## config.mk

```make
export PLATFORM = sky130hd
export DESIGN_NAME = htd_step
export DESIGN_NICKNAME = d
export VERILOG_FILES = /design/src/design/htd_pkg.sv /design/src/design/htd_step.sv
export SDC_FILE = /design/constraint.sdc
export NUM_CORES = 1
export LEC_CHECK = 0
export BUFFER_PORTS_ARGS = -buffer_cell sky130_fd_sc_hd__buf_2
export CAP_MARGIN = 40
export CORE_MARGIN = 5
export CORE_UTILIZATION = 30
export DETAILED_ROUTE_END_ITERATION = 7
export GPL_TIMING_DRIVEN = 0
export PLACE_DENSITY = 0.76
export SLEW_MARGIN = 25
export SYNTH_ARGS = -nofsm -noshare
export SYNTH_HDL_FRONTEND = slang
export SYNTH_SLANG_ARGS = --single-unit
```

## constraint.sdc

```tcl
create_clock -name vclk -period 2.7
set_clock_uncertainty 0.05 [all_clocks]
set_input_delay 0.135 -clock vclk [all_inputs]
set_output_delay 0.135 -clock vclk [all_outputs]
set_load 0.01 [all_outputs]
```

## src/design/htd_pkg.sv

```systemverilog
// ----------------------------------------------------------------------------
// htd_pkg: shared types and constants for the Huffman tree decoder
// Node entry layout, command and status codes, step and result records.
// ----------------------------------------------------------------------------
package htd_pkg;

   // default sizes
   localparam int SYMBOL_COUNT    = 256;
   localparam int NODE_COUNT      = 512;
   localparam int MAX_CODE_LENGTH = 32;

   localparam int IDX_W   = 9;   // node index field width
   localparam int COUNT_W = 10;  // node count compare width
   localparam int SYM_W   = 8;
   localparam int CODE_W  = 32;
   localparam int CODE_IW = 5;   // bit index into code word
   localparam int LEN_W   = 6;
   localparam int ENTRY_W = 27;

   // commands
   localparam logic [1:0] CMD_CLEAR  = 2'd0;
   localparam logic [1:0] CMD_LOAD   = 2'd1;
   localparam logic [1:0] CMD_DECODE = 2'd2;

   // result status
   localparam logic [2:0] ST_OK       = 3'd0;
   localparam logic [2:0] ST_FULL     = 3'd1;
   localparam logic [2:0] ST_DUP      = 3'd2;
   localparam logic [2:0] ST_CONFLICT = 3'd3;
   localparam logic [2:0] ST_MISSING  = 3'd4;

   typedef struct packed {
      logic               leaf;
      logic [SYM_W-1:0]   symbol;
      logic [IDX_W-1:0]   right;
      logic [IDX_W-1:0]   left;
   } entry_type;

   typedef struct packed {
      logic [IDX_W-1:0]   child;
      logic               child_ok;
      logic               leaf;
      logic [SYM_W-1:0]   symbol;
   } step_type;

   typedef struct packed {
      logic [SYM_W-1:0]   symbol;
      logic               valid;
      logic [2:0]         status;
   } result_type;

   typedef struct packed {
      logic               push;
      logic               finish;
   } out_ctl_type;

   typedef struct packed {
      logic               can_push;
      logic               out_free;
   } out_sts_type;

endpackage

```

## src/design/htd_step.sv

```systemverilog
// ----------------------------------------------------------------------------
// htd_step: tree step unit
// Picks one child of a node entry and checks that it is an allocated node.
// ----------------------------------------------------------------------------
module htd_step #(
   parameter int NODE_COUNT = htd_pkg::NODE_COUNT
) (
   input  htd_pkg::entry_type               entry,
   input  logic                             branch,
   input  logic [htd_pkg::COUNT_W-1:0]      nodes_used,
   output htd_pkg::step_type                step
);

   logic [htd_pkg::IDX_W-1:0]   child;
   logic [htd_pkg::COUNT_W-1:0] child_ext;

   assign child     = branch ? entry.right : entry.left;
   assign child_ext = htd_pkg::COUNT_W'(child);

   always_comb begin
      step.child    = child;
      // root is never a child; index must be live
      step.child_ok = (child != '0) && (child_ext < nodes_used)
                      && (child_ext < htd_pkg::COUNT_W'(NODE_COUNT));
      step.leaf     = entry.leaf;
      step.symbol   = entry.symbol;
   end

endmodule

```

; ---- Yosys cells after proc, flatten, opt, wreduce, memory -nomap -nowiden
; Index checks and enable logic that the tools add are counted.
[word_totals]
ff_bits = 0
input_bits = 38
output_inout_bits = 19
[op_classes]
order_cmp = 2
n_mux = 1
reduce_logical = 3
[op_table]
columns = cell, count
row1 = $lt 9x10->1, 1
row2 = $lt 9x10->1 const B, 1
row3 = $mux 9, 1
row4 = $reduce_bool 9->1, 1
row5 = $logic_and 1x1->1, 2

; ---- Longest topological paths before layout
[depth]
ltp_word = 4
depth_mapped = 7
mapped_depth_nobuf = 6

; ---- Least setup slack after synthesis
; No wires, ideal clock.
[synth_timing]
path_type = input to output
startpoint = input branch
endpoint = output step[9] in the netlist's numbering
t_arrival_ns = 1.725
setup_slack_ns = 0.790
cell_stages = 7
path_buffers = 1
cell_sequence = buf_6 -> mux2_2 -> ha_1 -> a21o_1 -> a21oi_1 -> o22ai_1 -> nor4_1
[synth_rtl]
columns = item, line
row1 = start: declaration, htd_step.sv:9  ; input logic branch,
row2 = end: declaration, htd_step.sv:11  ; output htd_pkg::step_type step

==> results.md <==
* Run status: complete, no violations
* Leak at 0.000420 uW
* CP most frequent cell: buf_2
* Setup TNS at 0 ns
* Worst setup EP type: output port
* Area Overhead vs Synth at 57.0%
* RD Place Congestion at 0.789
* Mapped Nets at 103
* Cell Area, Synth at 457 sq um
* Fraction of layout cells with a size suffix above 1 at 0.648
* CP max-delay cell: mux2_2
* # resized after CTS at 0
* Setup WS post-layout at 0.574 ns
* Hold_buf cts at 0
* Final setup violation count at 0
* Core area at 0.00147 sq mm
* Flop pwr share at 0
* CP bufs+invs at 3
* Antenna-violating nets left at 0
* First-pass GRT wire length at 2.20 mm
* Antenna violations before repair at 0
* CP max stage delay at 0.35 ns
* Drt pass-1 iters at 2
* Die area at 0.00240 sq mm
* GR Overflow Total at 0
* Initial DRC count at 1
* CP Launch Point: branch
* Port Buf Inserts at 48
* # nets final at 153
* Via count at 565
* Combinational share of power at 1.000
* Register area at 0 sq um
* Critical path's top delay family: buffers and inverters
* Slew margin rel. at 0.740
* Power per cell area at 164 mW/mm^2
* Data arrival time of the worst path at 1.94 ns
* Placement Cell Area at 717 sq um
* FFs & Latches at 0
* Chip width at 49.0 um
* Final hold violations at 0
* IO Pins at 57
* Setup CP Type: input pin to output port
* CP max FO at 10
* CLK BUF at 0
* Vias in the first global route at 538
* Die Height at 49.0 um
* Final wirelength at 1.36 mm
* HP Class: input pin to output port
* Max Clock Freq at 0.470 GHz
* Setup crit start kind: input pin
* Yosys warns at 0
* Distinct cells, synth at 21
* Clock share of power at 0
* Initial core utilization at 0.310
* Largest net degree at the start of global routing at 11
* Detailed Place HPWL at 1.26 mm
* CP Capture Point: step[9]
* Final core utilization at 0.487
* Final Instance Area at 717 sq um
* Mean area per synthesized cell at 8.01 sq um
* Switching part of the total at 0.462
* CP cell instances: buf_2 -> buf_6 -> mux2_2 -> ha_1 -> a21o_1 -> a21oi_1 -> o22ai_1 -> nor4_1 -> buf_2
* Synth Instances at 57
* Max Slew Vio Count at 0
* Top cell type's share of synthesized area at 0.219
* Dominant cell type by area after synthesis: ha_1
* Sequential area share after synthesis at 0
* Antenna Cells at 0
* Max-Cap Viols at 0
* WL/cell at 11.2 um
* Vias per cell at 4.67
* Cell Int Power at 63.2 uW
* Worst vdd ir at 0.0629 mV
* Worst path depth at 9
* Tmin final at 2.13 ns
* Gr usage total at 0.104
* Pre-CTS setup slack at 0.569 ns
* Least-Margin Pin Slew at 0.380 ns
* DRC violations left at 0
* Setup Fix Bufs, Post-CTS at 0
* Core Rows at 14
* Unrepaired setup endpoints after global routing: no
* Synth area leaders: ha_1 22%, mux2_2 20%, buf_4 15%
* Switching power at 54.2 uW
* Crit path required time at 2.52 ns
* Final Cycle Share at 0.788
* Synth top cells by count: 9 x buf_4, 9 x inv_1, 8 x ha_1, 8 x mux2_2, 4 x a21oi_1
[power by group through the flow]
| stage | clock [uW] | combinational, uW | sequential [uW] |
|---|---|---|---|
| after floorplan | 0 | 67.3 | 0 |
| after CTS | 0 | 119 | 0 |
| after detailed placement | 0 | 118 | 0 |
| final | 0 | 117 | 0 |
| after global routing | 0 | 131 | 0 |
| after global placement | 0 | 116 | 0 |
[how the worst min path moves through the flow]
stage / from / to / slack, ns / cells past startpoint
2_1_floorplan: entry[18] / step[0] / 0.31 / 1
3_3_place_gp: entry[25] / step[7] / 0.41 / 2
3_5_place_dp: entry[18] / step[0] / 0.41 / 2
4_1_cts: entry[18] / step[0] / 0.41 / 2
5_1_grt: entry[26] / step[8] / 0.41 / 2
6_report: entry[18] / step[0] / 0.40 / 2
[logic make-up after synthesis]
family,after synthesis,share of synthesized area
AOI/OAI and AO/OA,9,0.126
and+or+nand+nor,12,0.189
buffers and inverters,19,0.247
adders and majority gates,8,0.219
muxes,9,0.219
[per-layer routing]
| metal | up-vias | global-route usage | part of all wire |
|---|---|---|---|
| met2 | 29 | 0.200 | 0.52 |
| met3 | 0 | 0.0336 | 0.13 |
| met5 | - | 0 | 0 |
| li1 | 290 | - | - |
| met4 | 0 | 0 | 0 |
| met1 | 246 | 0.116 | 0.35 |
[layout by cell type, fill, tap and decap left out]
| cell | synthesis | layout |
|---|---|---|
| buf_2 | 0 | 48 |
| inv_1 | 9 | 9 |
| buf_4 | 9 | 9 |
| mux2_2 | 8 | 8 |
| ha_1 | 8 | 8 |
| a21oi_1 | 4 | 4 |
| nor3_1 | 2 | 2 |
| nor2_1 | 2 | 2 |
| nor4_1 | 2 | 2 |
| buf_6 | 1 | 1 |
| mux2i_1 | 1 | 1 |
| a21o_1 | 1 | 1 |
| nand4b_1 | 1 | 1 |
| o22ai_1 | 1 | 1 |
| nand2_1 | 1 | 1 |
| nor2b_1 | 1 | 1 |
| o211ai_1 | 1 | 1 |
| a2111oi_0 | 1 | 1 |
| nor3_2 | 1 | 1 |
| nor4_4 | 1 | 1 |
| a22oi_1 | 1 | 1 |
| nand2b_1 | 1 | 1 |
[metrics by stage]
step	instances	total power (uW)	hold WS [ns]
after floorplan	57	67.3	0.312
after global placement	121	116	0.406
after detailed placement	121	118	0.406
after CTS	121	119	0.406
after global routing	121	131	0.410
final	121	117	0.404
[layout make-up]
cell class / count / area (sq um)
fill: 153 / 754
multi-input combinational: 38 / 344
timing repair buffer: 48 / 240
buffer: 10 / 78.8
inverter: 9 / 33.8
tap: 16 / 20.0
Note: power is estimated with default switching activity, not from simulation.
