==> config.mk <==
export PLATFORM = sky130hd
export DESIGN_NAME = htd_out
export DESIGN_NICKNAME = d
export VERILOG_FILES = /design/src/design/htd_pkg.sv /design/src/design/htd_out.sv
export SDC_FILE = /design/constraint.sdc
export NUM_CORES = 1
export LEC_CHECK = 0
export BUFFER_PORTS_ARGS = -buffer_cell sky130_fd_sc_hd__buf_2
export CORE_UTILIZATION = 48
export DETAILED_ROUTE_END_ITERATION = 7
export PLACE_DENSITY = 0.9
export SETUP_SLACK_MARGIN = 0.5
export SYNTH_ARGS = -nofsm -noshare
export SYNTH_HDL_FRONTEND = slang
export SYNTH_SLANG_ARGS = --single-unit
==> constraint.sdc <==
create_clock -name clock -period 1.7 [get_ports clock]
set_input_delay 0.34 -clock clock [delete_from_list [all_inputs] [get_ports clock]]
set_output_delay 0.34 -clock clock [all_outputs]
set_load 0.01 [all_outputs]
==> src/design/htd_pkg.sv <==
// ----------------------------------------------------------------------------
// htd_pkg: shared types and constants for the Huffman tree decoder
// Node entry layout, command and status codes, step and result records.
// ----------------------------------------------------------------------------
package htd_pkg;

   // default sizes
   localparam int SYMBOL_COUNT    = 256;
   localparam int NODE_COUNT      = 512;
   localparam int MAX_CODE_LENGTH = 32;

   localparam int IDX_W   = 9;   // node index field width
   localparam int COUNT_W = 10;  // node count compare width
   localparam int SYM_W   = 8;
   localparam int CODE_W  = 32;
   localparam int CODE_IW = 5;   // bit index into code word
   localparam int LEN_W   = 6;
   localparam int ENTRY_W = 27;

   // commands
   localparam logic [1:0] CMD_CLEAR  = 2'd0;
   localparam logic [1:0] CMD_LOAD   = 2'd1;
   localparam logic [1:0] CMD_DECODE = 2'd2;

   // result status
   localparam logic [2:0] ST_OK       = 3'd0;
   localparam logic [2:0] ST_FULL     = 3'd1;
   localparam logic [2:0] ST_DUP      = 3'd2;
   localparam logic [2:0] ST_CONFLICT = 3'd3;
   localparam logic [2:0] ST_MISSING  = 3'd4;

   typedef struct packed {
      logic               leaf;
      logic [SYM_W-1:0]   symbol;
      logic [IDX_W-1:0]   right;
      logic [IDX_W-1:0]   left;
   } entry_type;

   typedef struct packed {
      logic [IDX_W-1:0]   child;
      logic               child_ok;
      logic               leaf;
      logic [SYM_W-1:0]   symbol;
   } step_type;

   typedef struct packed {
      logic [SYM_W-1:0]   symbol;
      logic               valid;
      logic [2:0]         status;
   } result_type;

   typedef struct packed {
      logic               push;
      logic               finish;
   } out_ctl_type;

   typedef struct packed {
      logic               can_push;
      logic               out_free;
   } out_sts_type;

endpackage

==> src/design/htd_out.sv <==
// ----------------------------------------------------------------------------
// htd_out: result holding stage
// Keeps the newest result pending until it is known whether it is the last
// one of its item, then moves it into the output register.
// ----------------------------------------------------------------------------
module htd_out (
   input  logic                  clock,
   input  logic                  reset,
   input  htd_pkg::out_ctl_type  ctl,
   input  htd_pkg::result_type   res,
   output htd_pkg::out_sts_type  sts,
   output logic                  rsp_tvalid,
   input  logic                  rsp_tready,
   output logic [15:0]           rsp_tdata,  // [7:0] decoded_symbol, [10:8] status
   output logic                  rsp_tuser,  // [0] symbol_valid
   output logic                  rsp_tlast
);

   logic                pend_valid_ff, pend_valid_in;
   htd_pkg::result_type pend_ff, pend_in;
   logic                rsp_valid_ff, rsp_valid_in;
   htd_pkg::result_type rsp_res_ff, rsp_res_in;
   logic                rsp_last_ff, rsp_last_in;
   logic                out_free;

   assign out_free     = !rsp_valid_ff || rsp_tready;
   assign sts.out_free = out_free;
   assign sts.can_push = !pend_valid_ff || out_free;

   always_comb begin
      pend_valid_in = pend_valid_ff;
      pend_in       = pend_ff;
      rsp_valid_in  = rsp_valid_ff;
      rsp_res_in    = rsp_res_ff;
      rsp_last_in   = rsp_last_ff;
      if (rsp_tready) begin
         rsp_valid_in = 1'b0;
      end
      if (ctl.push) begin
         pend_valid_in = 1'b1;
         pend_in       = res;
         if (pend_valid_ff) begin
            rsp_valid_in = 1'b1;
            rsp_res_in   = pend_ff;
            rsp_last_in  = 1'b0;
         end
      end else if (ctl.finish) begin
         pend_valid_in = 1'b0;
         rsp_valid_in  = 1'b1;
         rsp_res_in    = pend_ff;
         rsp_last_in   = 1'b1;
      end
   end

   always_ff @(posedge clock) begin
      if (reset) begin
         pend_valid_ff <= 1'b0;
         rsp_valid_ff  <= 1'b0;
      end else begin
         pend_valid_ff <= pend_valid_in;
         rsp_valid_ff  <= rsp_valid_in;
      end
      pend_ff     <= pend_in;
      rsp_res_ff  <= rsp_res_in;
      rsp_last_ff <= rsp_last_in;
   end

   assign rsp_tvalid = rsp_valid_ff;
   assign rsp_tdata  = {5'd0, rsp_res_ff.status, rsp_res_ff.symbol};
   assign rsp_tuser  = rsp_res_ff.valid;
   assign rsp_tlast  = rsp_last_ff;

   // sequencer must only close an item that has a pending word
   a_finish_pend: assert property (@(posedge clock) disable iff (reset)
      ctl.finish |-> (pend_valid_ff && out_free))
      else $error("finish without pending word or free output");

   a_push_room: assert property (@(posedge clock) disable iff (reset)
      ctl.push |-> (!pend_valid_ff || out_free))
      else $error("push would overwrite a pending word");

   a_no_both: assert property (@(posedge clock) disable iff (reset)
      !(ctl.push && ctl.finish))
      else $error("push and finish in one cycle");

endmodule

Word-level counts from Yosys, hierarchy flattened
Cells that the tools add are included.
- $add $sub $neg: 0
- multipliers: 0
- divide/modulo/power cells: 0
- magnitude comparators: 0
- eq/ne operators: 1
- shift-type cells: 0
- mux-type cells: 12
- bitwise operators: 0
- reductions and logical operators: 6
- operators by type and width (operator ; count):
    12-bit two-way mux ; 3
    1-bit two-way mux ; 9
    1-bit zero test ; 2
    1-bit logical OR ; 2
    2-bit by 1-bit inequality test with 1-bit output (second input constant) ; 1
    2-bit AND reduction ; 1
    2-bit nonzero test ; 1
- flip-flop bits (word level): 27
- latch bits: 0
- bits in writable memories: 0
- bits in read-only memories: 0
- input port bits: 17
- word-level logic and storage cells: 28
- memories: 0

Longest topological paths before layout
- word-level depth: 3
- gate-level depth with buffers: 2

Worst setup path after synthesis
OpenSTA, ideal clock, no wires.
- kind: input port to flip-flop
- start point: input ctl[1] (netlist name)
- end point: register rsp_res_ff, in the netlist rsp_tdata[0] (enable)
- library setup time: 0.349 ns
- arrival time: 0.735 ns
- slack: 0.616 ns
- stages on the path: 2
- path buffers: 0
- cell sequence: mux2i_1 -> inv_1
- word-level cells in the longest chain between the ends: 2
- elaborated cells between the ends (all ways): 3
- classes of those cells: 1 x eq/ne; 2 x reduce/logical
- ends and longest elaborated chain (item ; line ; RTL):
    start: declaration ; htd_out.sv:9 ; input htd_pkg::out_ctl_type ctl,
    2-bit by 1-bit inequality test with 1-bit output (no source line) or 2-bit nonzero test (tied branches) ; - ;
    2-bit AND reduction (no source line) * ; - ;
    end signal: assignment ; htd_out.sv:64 ; rsp_res_ff <= rsp_res_in;
    end: declaration ; htd_out.sv:22 ; htd_pkg::result_type rsp_res_ff, rsp_res_in;
Every way passes the cells marked *; elsewhere a longest branch is shown, timed or not.
A chain may end at the register's enable or synchronous reset.

==> results.tsv <==
metric	value	unit
chipHeight	45.0	um
cp-end-kind	output pin	
drive_above_1_share	50.6	%
worstHoldPathType	in -> reg	
cp_cell_sequence	nand2b_1 > buf_2	
fin_crit	1.22	ns
worstPathRequired	1.36	ns
max_clock_freq	819	MHz
leakage	0.443	nW
wl	1.16	mm
finalSetupTns	0	ns
synth_commonest_cells	edfxtp_1 (25), buf_4 (6)	
crit_arrival	0.88	ns
p_per_area	1050	nW/um2
grt_antenna_before_repair	0	
power	0.00113	W
netlist_area	887	um2
placed_cell_area	1060	um2
nets	95	
grt_max_degree	15	
ios	38	
rr_startpoint	pend_valid_ff$_SDFFE_PP0P_	
grt_pass1_vias	387	
worst_skew_pair.late_latency	0.30	ns
synthFlopType	edfxtp_1	
cap_violations	0	
synth.distinct_cells	9	
drc	0	
fin_area	1080	um2
clk_path_buf_depth	2	
syn_area_per_cell	21.1	um2
synthArstFlopShare	0	%
period_share	71.8	%
grt_pass1_wl	1.67	mm
area_growth	22.3	%
cts_root_buf	clkbuf_4	
hold_viol_final	0	
n_antenna_cell	0	
port_buffers	32	
critPathLaunch	rsp_tvalid$_SDFF_PP0_	
cts_hold_buf	0	
min-delay-start	reset	
dieArea	2020	um2
whs	0.179	ns
cp_slowest_stage_delay	0.36	ns
seqCellArea	793	um2
clk_pin_slew	0.13	ns
synth.area.top_cells	edfxtp_1 (85%), buf_4 (5.1%), dfxtp_1 (4.5%)	
multi_input_area	58.8	um2
rows	15	
crit_type	reg -> out	
critPathMaxFanout	3	
drt_iter0_drc	11	
core	1730	um2
post-cts-setup-buffers	0	
dp_hpwl	895	um
slew_viol_final	0	
gp_congestion	0.707	
cp-start-kind	flip-flop	
clock_sinks	27	
synth-seq-area-share	89.1	%
start_util	51.4	%
chipWidth	45.0	um
ys_ff_latch	27	
synth_most_common_cell	edfxtp_1	
track_usage	12.3	%
skew	0.00925	ns
grt_overflow_total	0	
rsz0062_at_grt	yes	
cts_tree	done	
drt-vias-per-instance	4.24	
setup_violations	0	
yosysTopAreaCell	edfxtp_1	
num_vias	432	
slowest_stage	dfxtp_2	
postRouteAntennaNets	0	
avgRoutedWirePerCell	11.4	um
cts_inserted_buffers	3	
ir_drop	0.652	mV
drtPass1Iterations	4	
synth_cells	42	
synth_top_cell_area_share	84.6	%
htreeDepth	1	
yosys_warnings	0	
status	complete, no violations	
fillCellCount	147	
synth_edf_count	25	
[placed cells by master, fill, tap and decap left out]
cell / synthesis / routed
conb_1: 1 / 5
inv_2: 0 / 1
clkbuf_4: 0 / 3
buf_2: 0 / 32
a21oi_1: 2 / 2
nand2b_1: 2 / 2
clkbuf_1: 0 / 1
mux2i_1: 1 / 1
nand3b_1: 1 / 1
buf_4: 6 / 1
inv_1: 2 / 1
dfxtp_2: 0 / 2
edfxtp_1: 25 / 25
[final timing paths]
path	slack (ns)	end	cells past startpoint
worst min register to register	0.43	rsp_tdata[7]$_DFFE_PP_	0
worst max-delay path	0.48	sts[0]	2
worst max register to register	0.71	rsp_tdata[9]$_DFFE_PP_	2
worst min-delay path	0.18	rsp_tvalid$_SDFF_PP0_	2
[worst max-delay path: cells and delay by family (launching register included)]
kind                   cells  cell delay [ns]
buffers and inverters      1             0.14
DFF                        1             0.36
and+or+nand+nor            1             0.07
[kinds of logic after synthesis]
group           count (synthesis)  share of synthesized area (%)
compound gates                  2                           1.13
mux                             1                           1.13
simple gates                    3                           2.26
other cells                     1                          0.423
flops                          27                           89.1
buf+inv                         8                           5.92
[through the flow]
| step | setup slack [ns] | cells | utilization [%] |
|---|---|---|---|
| 2_1_floorplan | 0.616 | 46 | - |
| 3_3_place_gp | 0.414 | 98 | 61.2 |
| 3_5_place_dp | 0.381 | 98 | 61.2 |
| 4_1_cts | 0.477 | 102 | 62.8 |
| 5_1_grt | 0.412 | 102 | 62.8 |
| 6_report | 0.479 | 102 | 62.8 |
[flip-flops by register name, summed over array words and instances, names as in the netlist]
| name | cells |
|---|---|
| pend_valid_ff | 1 |
| rsp_tlast | 1 |
| pend_ff | 12 |
| rsp_tuser | 1 |
| rsp_tvalid | 1 |
| rsp_tdata | 11 |
[layout make-up]
| cell class | instances | share of cell area (%) |
|---|---|---|
| flip-flops and latches | 27 | 73.1 |
| inverters | 2 | 0.692 |
| well taps | 25 | 2.88 |
| repair buffers | 33 | 15.5 |
| multi-input cells | 11 | 5.42 |
| clock buffers | 4 | 2.42 |
[repair_timing]
item	CTS	global route
endpoints found under the hold margin	0	0
resized for setup	2	1
setup endpoints to repair	2	25
[per-layer routing]
metal / GRT usage, % / up-vias / routed length (um) / share of wire, %
met2: 19.4 / 17 / 611 / 53
met3: 4.40 / 2 / 66 / 5.7
met4: 7.27 / 0 / 17 / 1.5
li1: - / 212 / - / -
met1: 14.4 / 201 / 461 / 40
met5: 0 / - / 0 / 0
[power breakdown]
| group | switching [W] | internal [W] | total, W |
|---|---|---|---|
| clock network | 0.000160 | 0.0000914 | 0.000251 |
| registers | 0.0000121 | 0.000785 | 0.000797 |
| logic | 0.0000509 | 0.0000353 | 0.0000861 |
| total | 0.000222 | 0.000911 | 0.00113 |
Note: power is estimated with default switching activity, not from simulation.
