### src/design/htd_ram.sv
// ----------------------------------------------------------------------------
// htd_ram: generic single-write, single-read RAM
// One write port, one read port with registered read data and read enable.
// ----------------------------------------------------------------------------
module htd_ram #(
   parameter int WIDTH = 8,
   parameter int DEPTH = 16
) (
   input  logic                     clock,
   input  logic                     wr_en,
   input  logic [$clog2(DEPTH)-1:0] wr_addr,
   input  logic [WIDTH-1:0]         wr_data,
   input  logic                     rd_en,
   input  logic [$clog2(DEPTH)-1:0] rd_addr,
   output logic [WIDTH-1:0]         rd_data
);

   logic [WIDTH-1:0] mem_ff [DEPTH];
   logic [WIDTH-1:0] rd_data_ff;

   always_ff @(posedge clock) begin
      if (wr_en) begin
         mem_ff[wr_addr] <= wr_data;
      end
      if (rd_en) begin
         rd_data_ff <= mem_ff[rd_addr];
      end
   end

   assign rd_data = rd_data_ff;

endmodule

### config.mk
export PLATFORM = sky130hd
export DESIGN_NAME = htd_ram
export DESIGN_NICKNAME = d
export VERILOG_FILES = /design/src/design/htd_ram.sv
export SDC_FILE = /design/constraint.sdc
export NUM_CORES = 1
export LEC_CHECK = 0
export BUFFER_PORTS_ARGS = -buffer_cell sky130_fd_sc_hd__buf_2
export CORE_ASPECT_RATIO = 1.4
export CORE_MARGIN = 2
export CORE_UTILIZATION = 35
export DETAILED_ROUTE_END_ITERATION = 12
export SYNTH_ARGS = -nofsm -noshare
export SYNTH_HDL_FRONTEND = slang
export SYNTH_SLANG_ARGS = --single-unit
### constraint.sdc
create_clock -name clock -period 2.2 [get_ports clock]
set_input_delay 0.11 -clock clock [delete_from_list [all_inputs] [get_ports clock]]
set_output_delay 0.11 -clock clock [all_outputs]
set_load 0.03 [all_outputs]
* Yosys cells after proc, flatten, opt, wreduce, memory -nomap -nowiden
Memories as Yosys holds them, arrays and structs flattened. A register that Yosys moved wholly into a read port is not among the register bits.
Cells that the tools add are included.
** Storage, ports and cells
- Register bits after elaboration :: 0
- Latch bits :: 0
- Memory bits (writable) :: 128
- Bits in read-only memories :: 0
- Input port bits :: 19
- Word-level logic and storage cells :: 3
- Memories kept :: 1
** Operators by class
- Add/subtract/negate cells :: 0
- Multiply operators :: 0
- Div/mod/pow operators :: 0
- $lt $le $gt $ge :: 0
- Equal/unequal tests :: 0
- Shift-type cells :: 0
- Multiplexer cells :: 2
- Bitwise operators :: 0
- Reduce and logical (&&, ||, !) cells :: 0
** Memory list
- mem_ff :: depth 16, width 8, rd ports 1, clocked after Yosys merged registers in 1, wr ports 1, line 18 : logic [WIDTH-1:0] mem_ff [DEPTH];
** Operators by type and width (count)
- two-way mux 1 bit :: 2

* Logic depth before layout (Yosys ltp)
Gate-level depths: netlist (run 1).
- Depth after elaboration :: 2
- Gate-level depth with buffers :: 5
- Depth with buffers taken out :: 3

* Worst setup path after synthesis (run 1)
Ideal clock, no wire load.
- Path type :: input-to-reg
- Start :: input wr_addr[2]
- End :: memory mem_ff[0][0], enable pin
- Data arrival time :: 1.220 ns
- Setup slack :: 0.597 ns
- Stages on the path :: 2
- Path buffers :: 0
- Cells stage by stage :: or3b_2 nor3_1
** RTL lines
- start, declared :: line 11 : input logic [$clog2(DEPTH)-1:0] wr_addr,
- end, declared :: line 18
No word-level cell before the write port.

==> reports/metrics.cfg, run 1 <==
[global_routing]
grt_max_degree=33
grt_overflow_total=0
grt_pass1_vias=2649
grt_use_total_pct=14.2
antenna_found_initial=0
grt_pass1_wl_um=15800

[cells_and_area]
drive_above_1_share_pct=32.1
synthToLayoutAreaGrowth_pct=19.7
final_common_cell=edfxtp_1
fin_cells=485
fin_nets=302
seqCellArea_sq_um=4080
multi_input_area_sq_um=1060
layout_common_cells=136 x edfxtp_1, 26 x buf_2, 18 x mux4_2
fillers=1245
diodes=0

[place]
dp_hpwl_um=6730
io_buffers=26
dp_cells=453
gp_congestion=0.716

[die]
start_util_pct=36.0
fp.dieH_um=149
io_pins=27
die_width_um=107
die_area_sq_um=15900
coreArea_sq_um=14500
rows=52

[critical_path]
rrSetupSlack_ns=0.71
critPathKind=flop to flop
regToRegStartpoint=mem_ff[1][2]
crit_arrival_ns=1.65
ff2ff_path_depth=3
startpoint_type=flop
critPathLaunch=mem_ff[1][2]
reg2reg_to=rd_data[2]
crit_end=rd_data[2]
worstPathRequired_ns=2.36
crit_fanout=1
crit_path_end_kind=flop

[clock_network]
clockBufferDepth=2
cts_tree=yes
root_buffer=clkbuf_16
postCtsSetupBuffers=0
clock-sinks=136
clkTransAtPathRegs_ns=0.06
clk_latency_ns=0.41
cts_max_level=4
cts_resized=0
cts_hold_buffers=0
numCtsBuffers=17

[worst_hold_path]
holdPathStages=1
holdCritPathClass=primary input to flop

[sta]
fmax_mhz=672
worstMarginPinSlew_ns=0.794
rsz0062_at_grt=no
finalHoldViolCount=0
slew_headroom_pct=47.0
fin_skew_ns=0.00728
tns_ns=0
setup_viol=0
finalMaxSlewViolations=0
fin_crit_sh_pct=67.7
finalCriticalPeriod_ns=1.49

[detailed_routing]
wl_um=10200
num_vias=2416
drtIter0Drc=207
drt-pass1-iter-count=4
vias_per_cell=4.98
antenna_left=0
wl_per_cell_um=21.0
remaining_drc_errors=0

[synth]
syn-num-nets=248
yosysSeqAreaShare_pct=78.1
syn_area_sq_um=5230
synth-seq-cells=136
yosysUniqueCellTypes=18
syn_avg_cell_area_sq_um=22.8
synth_cells=229
yosys_warnings=0

[power]
pwr_density_cell_nw_per_um2=951
p_leak_uw=0.00209
vdd_ir_drop_max_uv=595

[job]
maxCapViolations=0

[run_status]
outcome=complete, no violations

==> state kept, by name, summed over array words and instances (netlist names) <==
signal   count
mem_ff     128
rd_data      8
==> critical path: stages (launching register included) <==
cell	delay [ns]
edfxtp_1	0.37
mux4_1	0.52
a22oi_1	0.26
nand2_1	0.09
==> logic make-up after synthesis <==
family | after synthesis | share of synthesized area [%]
compound gates | 16 | 2.30
buf+inv | 10 | 1.65
flops | 136 | 78.1
mux | 32 | 14.8
simple gates | 35 | 3.14
==> report_power, final <==
part | leakage (uW) | switching (uW) | internal, uW
logic | 0.000584 | 174 | 113
registers | 0.00124 | 13.7 | 2920
clock network | 0.000265 | 1060 | 1660
==> synth_stat cells <==
cell type | number | area share (%)
a22oi_1 | 16 | 2.3
and2_1 | 1 | 0.12
and2b_1 | 1 | 0.14
buf_2 | 3 | 0.29
buf_4 | 1 | 0.14
buf_6 | 3 | 0.65
clkdlybuf4s25_2 | 3 | 0.57
edfxtp_1 | 136 | 78
mux4_1 | 14 | 7.0
mux4_2 | 18 | 7.8
nand2_1 | 9 | 0.65
nand2b_1 | 2 | 0.24
nand3_1 | 1 | 0.096
nand3b_1 | 2 | 0.29
nor2_1 | 13 | 0.93
nor2b_1 | 1 | 0.12
nor3_1 | 4 | 0.38
or3b_2 | 1 | 0.17
==> worst min-delay path by stage <==
stage	from	endpoint	slack [ns]
floorplan	wr_data[0]	mem_ff[0][0]	0.21
global placement	wr_data[6]	mem_ff[14][6]	0.49
detailed placement	rd_en	rd_data[1]	0.49
CTS	rd_en	rd_data[1]	0.05
global route	rd_en	rd_data[0]	0.05
finish	rd_en	rd_data[0]	0.06
==> layer usage <==
metal / up-vias / part of all wire, % / track usage [%]
li1: 1092 / - / -
met1: 1240 / 40 / 17.7
met2: 67 / 53 / 23.4
met3: 17 / 5.5 / 4.12
met4: 0 / 1.7 / 5.91
met5: - / 0 / 0
==> area by class of cell <==
cell class / count / area share (%)
clock buffer: 17 / 6.80
timing repair buffer: 45 / 4.76
clock inverter: 15 / 2.46
sequential: 136 / 65.3
tap: 189 / 3.78
multi-input combinational: 83 / 16.9
==> through the flow <==
step | total power (uW) | hold slack [ns] | instance area, sq um | setup slack [ns] | utilization, %
finish | 5950 | 0.0570 | 6250 | 0.711 | 43.1
global route | 6160 | 0.0528 | 6250 | 0.658 | 43.1
CTS | 6010 | 0.0457 | 6250 | 0.700 | 43.1
detailed placement | 3280 | 0.485 | 5680 | 0.505 | 39.1
global placement | 3270 | 0.488 | 5680 | 0.510 | 39.1
floorplan | 3160 | 0.209 | 5230 | 0.597 | -
Power figures use the tool's default switching activity.
==> inputs of run 2 (changes only) <==
clock period = 1.31 ns   (was 2.2 ns; I/O delays follow)
==> run 2 against run 1 <==
The run now ends with setup timing left; final area increased by 1.3%; sequential cell count unchanged; sequential share of layout area down 0.84 points; largest cell class unchanged; largest power group unchanged.
==> reports/metrics.cfg, run 2 (same netlist as run 1, synthesis figures left out) <==
[run_status]
outcome=complete, but fails checks
violations=setup timing

[cells_and_area]
synthToLayoutAreaGrowth_pct=21.2
fillers=1248  ; +0.24%
drive_above_1_share_pct=41.6  ; +9.5 points
fin_nets=309  ; +2.3%
fin_cells=492  ; +1.4%
largest_register_ffs=128  ; unchanged
layout_common_cells=136 x edfxtp_1, 30 x mux4_2, 26 x buf_2
final_common_cell=edfxtp_1
diodes=0  ; unchanged
largest-register=mem_ff

[detailed_routing]
drt-pass1-iter-count=6  ; +2
remaining_drc_errors=0  ; unchanged
num_vias=2480  ; +2.6%
vias_per_cell=5.04  ; +1.2%
wl_per_cell_um=20.8  ; -0.97%
drtIter0Drc=155  ; -25%
wl_um=10200  ; +0.46%
antenna_left=0  ; unchanged

[sta]
finalCriticalPeriod_ns=1.43  ; -0.0617 ns
worstMarginPinSlew_ns=0.942  ; +0.148 ns
setup_viol=8  ; +8
slew_headroom_pct=37.1  ; -9.9 points
fin_skew_ns=0.00468  ; -0.00260 ns
fin_crit_sh_pct=109  ; +41 points
fmax_mhz=701  ; +4.3%
rsz0062_at_grt=yes
setup_ws_ns=-0.117  ; -0.828 ns
finalHoldViolCount=0  ; unchanged
finalMaxSlewViolations=0  ; unchanged

[die]
fp.dieH_um=149  ; unchanged
die_width_um=107  ; unchanged
die_area_sq_um=15900  ; unchanged
start_util_pct=36.0  ; unchanged
rows=52  ; unchanged
coreArea_sq_um=14500  ; unchanged
io_pins=27  ; unchanged

[global_routing]
grt_pass1_wl_um=15600  ; -1.5%
grt_use_total_pct=13.9  ; -0.35 points
grt_pass1_vias=2659  ; +0.38%
grt_max_degree=18  ; -45%
grt_overflow_total=0  ; unchanged
antenna_found_initial=0  ; unchanged

[critical_path]
reg2reg_to=rd_data[1]
rrSetupSlack_ns=-0.12  ; -0.83 ns
critPathKind=flop to flop
slowest_stage=mux4_2
path_cells=mux4_2, a22oi_2, nand2_1
worst-path-buf-inv=0  ; unchanged
crit_path_end_kind=flop
regToRegStartpoint=mem_ff[3][1]
startpoint_type=flop
cpLargestDelayFamily=multiplexers
slowest_delay_ns=0.50  ; -0.02 ns
ff2ff_path_depth=3  ; unchanged
crit_fanout=1  ; unchanged
crit_arrival_ns=1.57  ; -0.08 ns
worstPathRequired_ns=1.45  ; -0.91 ns

[clock_network]
clkTransAtPathRegs_ns=0.06  ; about the same
root_buffer=clkbuf_16
clock-sinks=136  ; unchanged
cts_max_level=4  ; unchanged
cts_hold_buffers=0  ; unchanged
clk_latency_ns=0.41  ; about the same
clockBufferDepth=2  ; unchanged
cts_tree=yes
numCtsBuffers=17  ; unchanged

[power]
power.total_uw=9940  ; +67%
sw_frac_of_total_pct=20.5  ; -0.45 points
seqPwrFrac_pct=49.6  ; +0.3 points
pwr_density_cell_nw_per_um2=1570  ; +65%
p_sw_uw=2040  ; +64%
p_leak_uw=0.00208  ; -0.26%
pwr-share-comb_pct=5.5  ; +0.7 points
p_clk_share_pct=44.9  ; -0.9 points
internal-power_uw=7900  ; +68%
vdd_ir_drop_max_uv=838  ; +41%

[worst_hold_path]
holdCritPathClass=primary input to flop
min_from=rd_en
holdPathStages=1  ; unchanged
hold_end=rd_data[3]

[place]
io_buffers=26  ; unchanged
dp_cells=460  ; +1.5%
dp_hpwl_um=6700  ; -0.34%
gp_congestion=0.761  ; +6.3%

[job]
maxCapViolations=0  ; unchanged

-- run 2: changes by cell type in the layout (fill, tap and decap cells not counted), sizes merged --
cell	delta
clkbuf	+1
buf	+7
inv	-2
clkinv	+1
-- run 2: routing by layer --
metal	vias up	share of wire, %	GRT usage [%]
li1	1094	-	-
met1	1325	43	17.4
met2	52	52	23.2
met3	9	3.5	3.64
met4	0	1.3	5.26
met5	-	0	0
-- run 2: power groups by stage --
stage               Sequential, uW  Clock, uW  Combinational, uW
floorplan                     5060          0                253
global placement              5020          0                508
detailed placement            5020          0                518
CTS                           4930       4530                544
global route                  4940       4740                584
finish                        4930       4470                543
-- run 2: what timing repair did --
action | CTS | global route
gates resized for setup | 18 | 5
setup buffers | 0 | 0
endpoints found under the setup margin | 8 | 8
pin swaps | 5 | 1
-- run 2: through the flow --
step | worst slack (ns) | setup TNS, ns | hold slack (ns) | utilization (%) | area, sq um
after floorplan | -0.0223 | -0.648 | 0.164 | - | 5240
after global routing | -0.152 | -0.891 | 0.0355 | 43.7 | 6340
final | -0.117 | -0.529 | 0.0436 | 43.7 | 6340
after CTS | -0.104 | -0.548 | 0.0303 | 43.6 | 6320
after detailed placement | -0.323 | -2.98 | 0.464 | 39.7 | 5750
after global placement | -0.298 | -2.24 | 0.452 | 39.7 | 5750
-- run 2: area by class of cell --
| cell class | instances | area, sq um | area share [%] |
|---|---|---|---|
| Sequential cell | 136 | 4080 | 64.5 |
| Multi-Input combinational cell | 83 | 1080 | 17.0 |
| Clock inverter | 14 | 134 | 2.11 |
| Tap cell | 189 | 236 | 3.73 |
| Timing Repair Buffer | 52 | 375 | 5.92 |
| Clock buffer | 18 | 429 | 6.77 |
-- run 2: worst max path at each step --
stage	from	endpoint	slack [ns]	cells past startpoint
after global routing	mem_ff[3][1]	rd_data[1]	-0.15	3
after detailed placement	rd_addr[0]	rd_data[5]	-0.32	5
after global placement	rd_addr[0]	rd_data[5]	-0.30	5
final	mem_ff[3][1]	rd_data[1]	-0.12	3
after floorplan	rd_addr[0]	rd_data[1]	-0.02	5
after CTS	mem_ff[3][5]	rd_data[5]	-0.10	3
-- run 2: worst reg2reg max path, delay by kind of cell, from the launching register on --
kind	cells	cell delay, ns
compound gates	1	0.20
mux	1	0.50
flops	1	0.36
simple gates	1	0.10
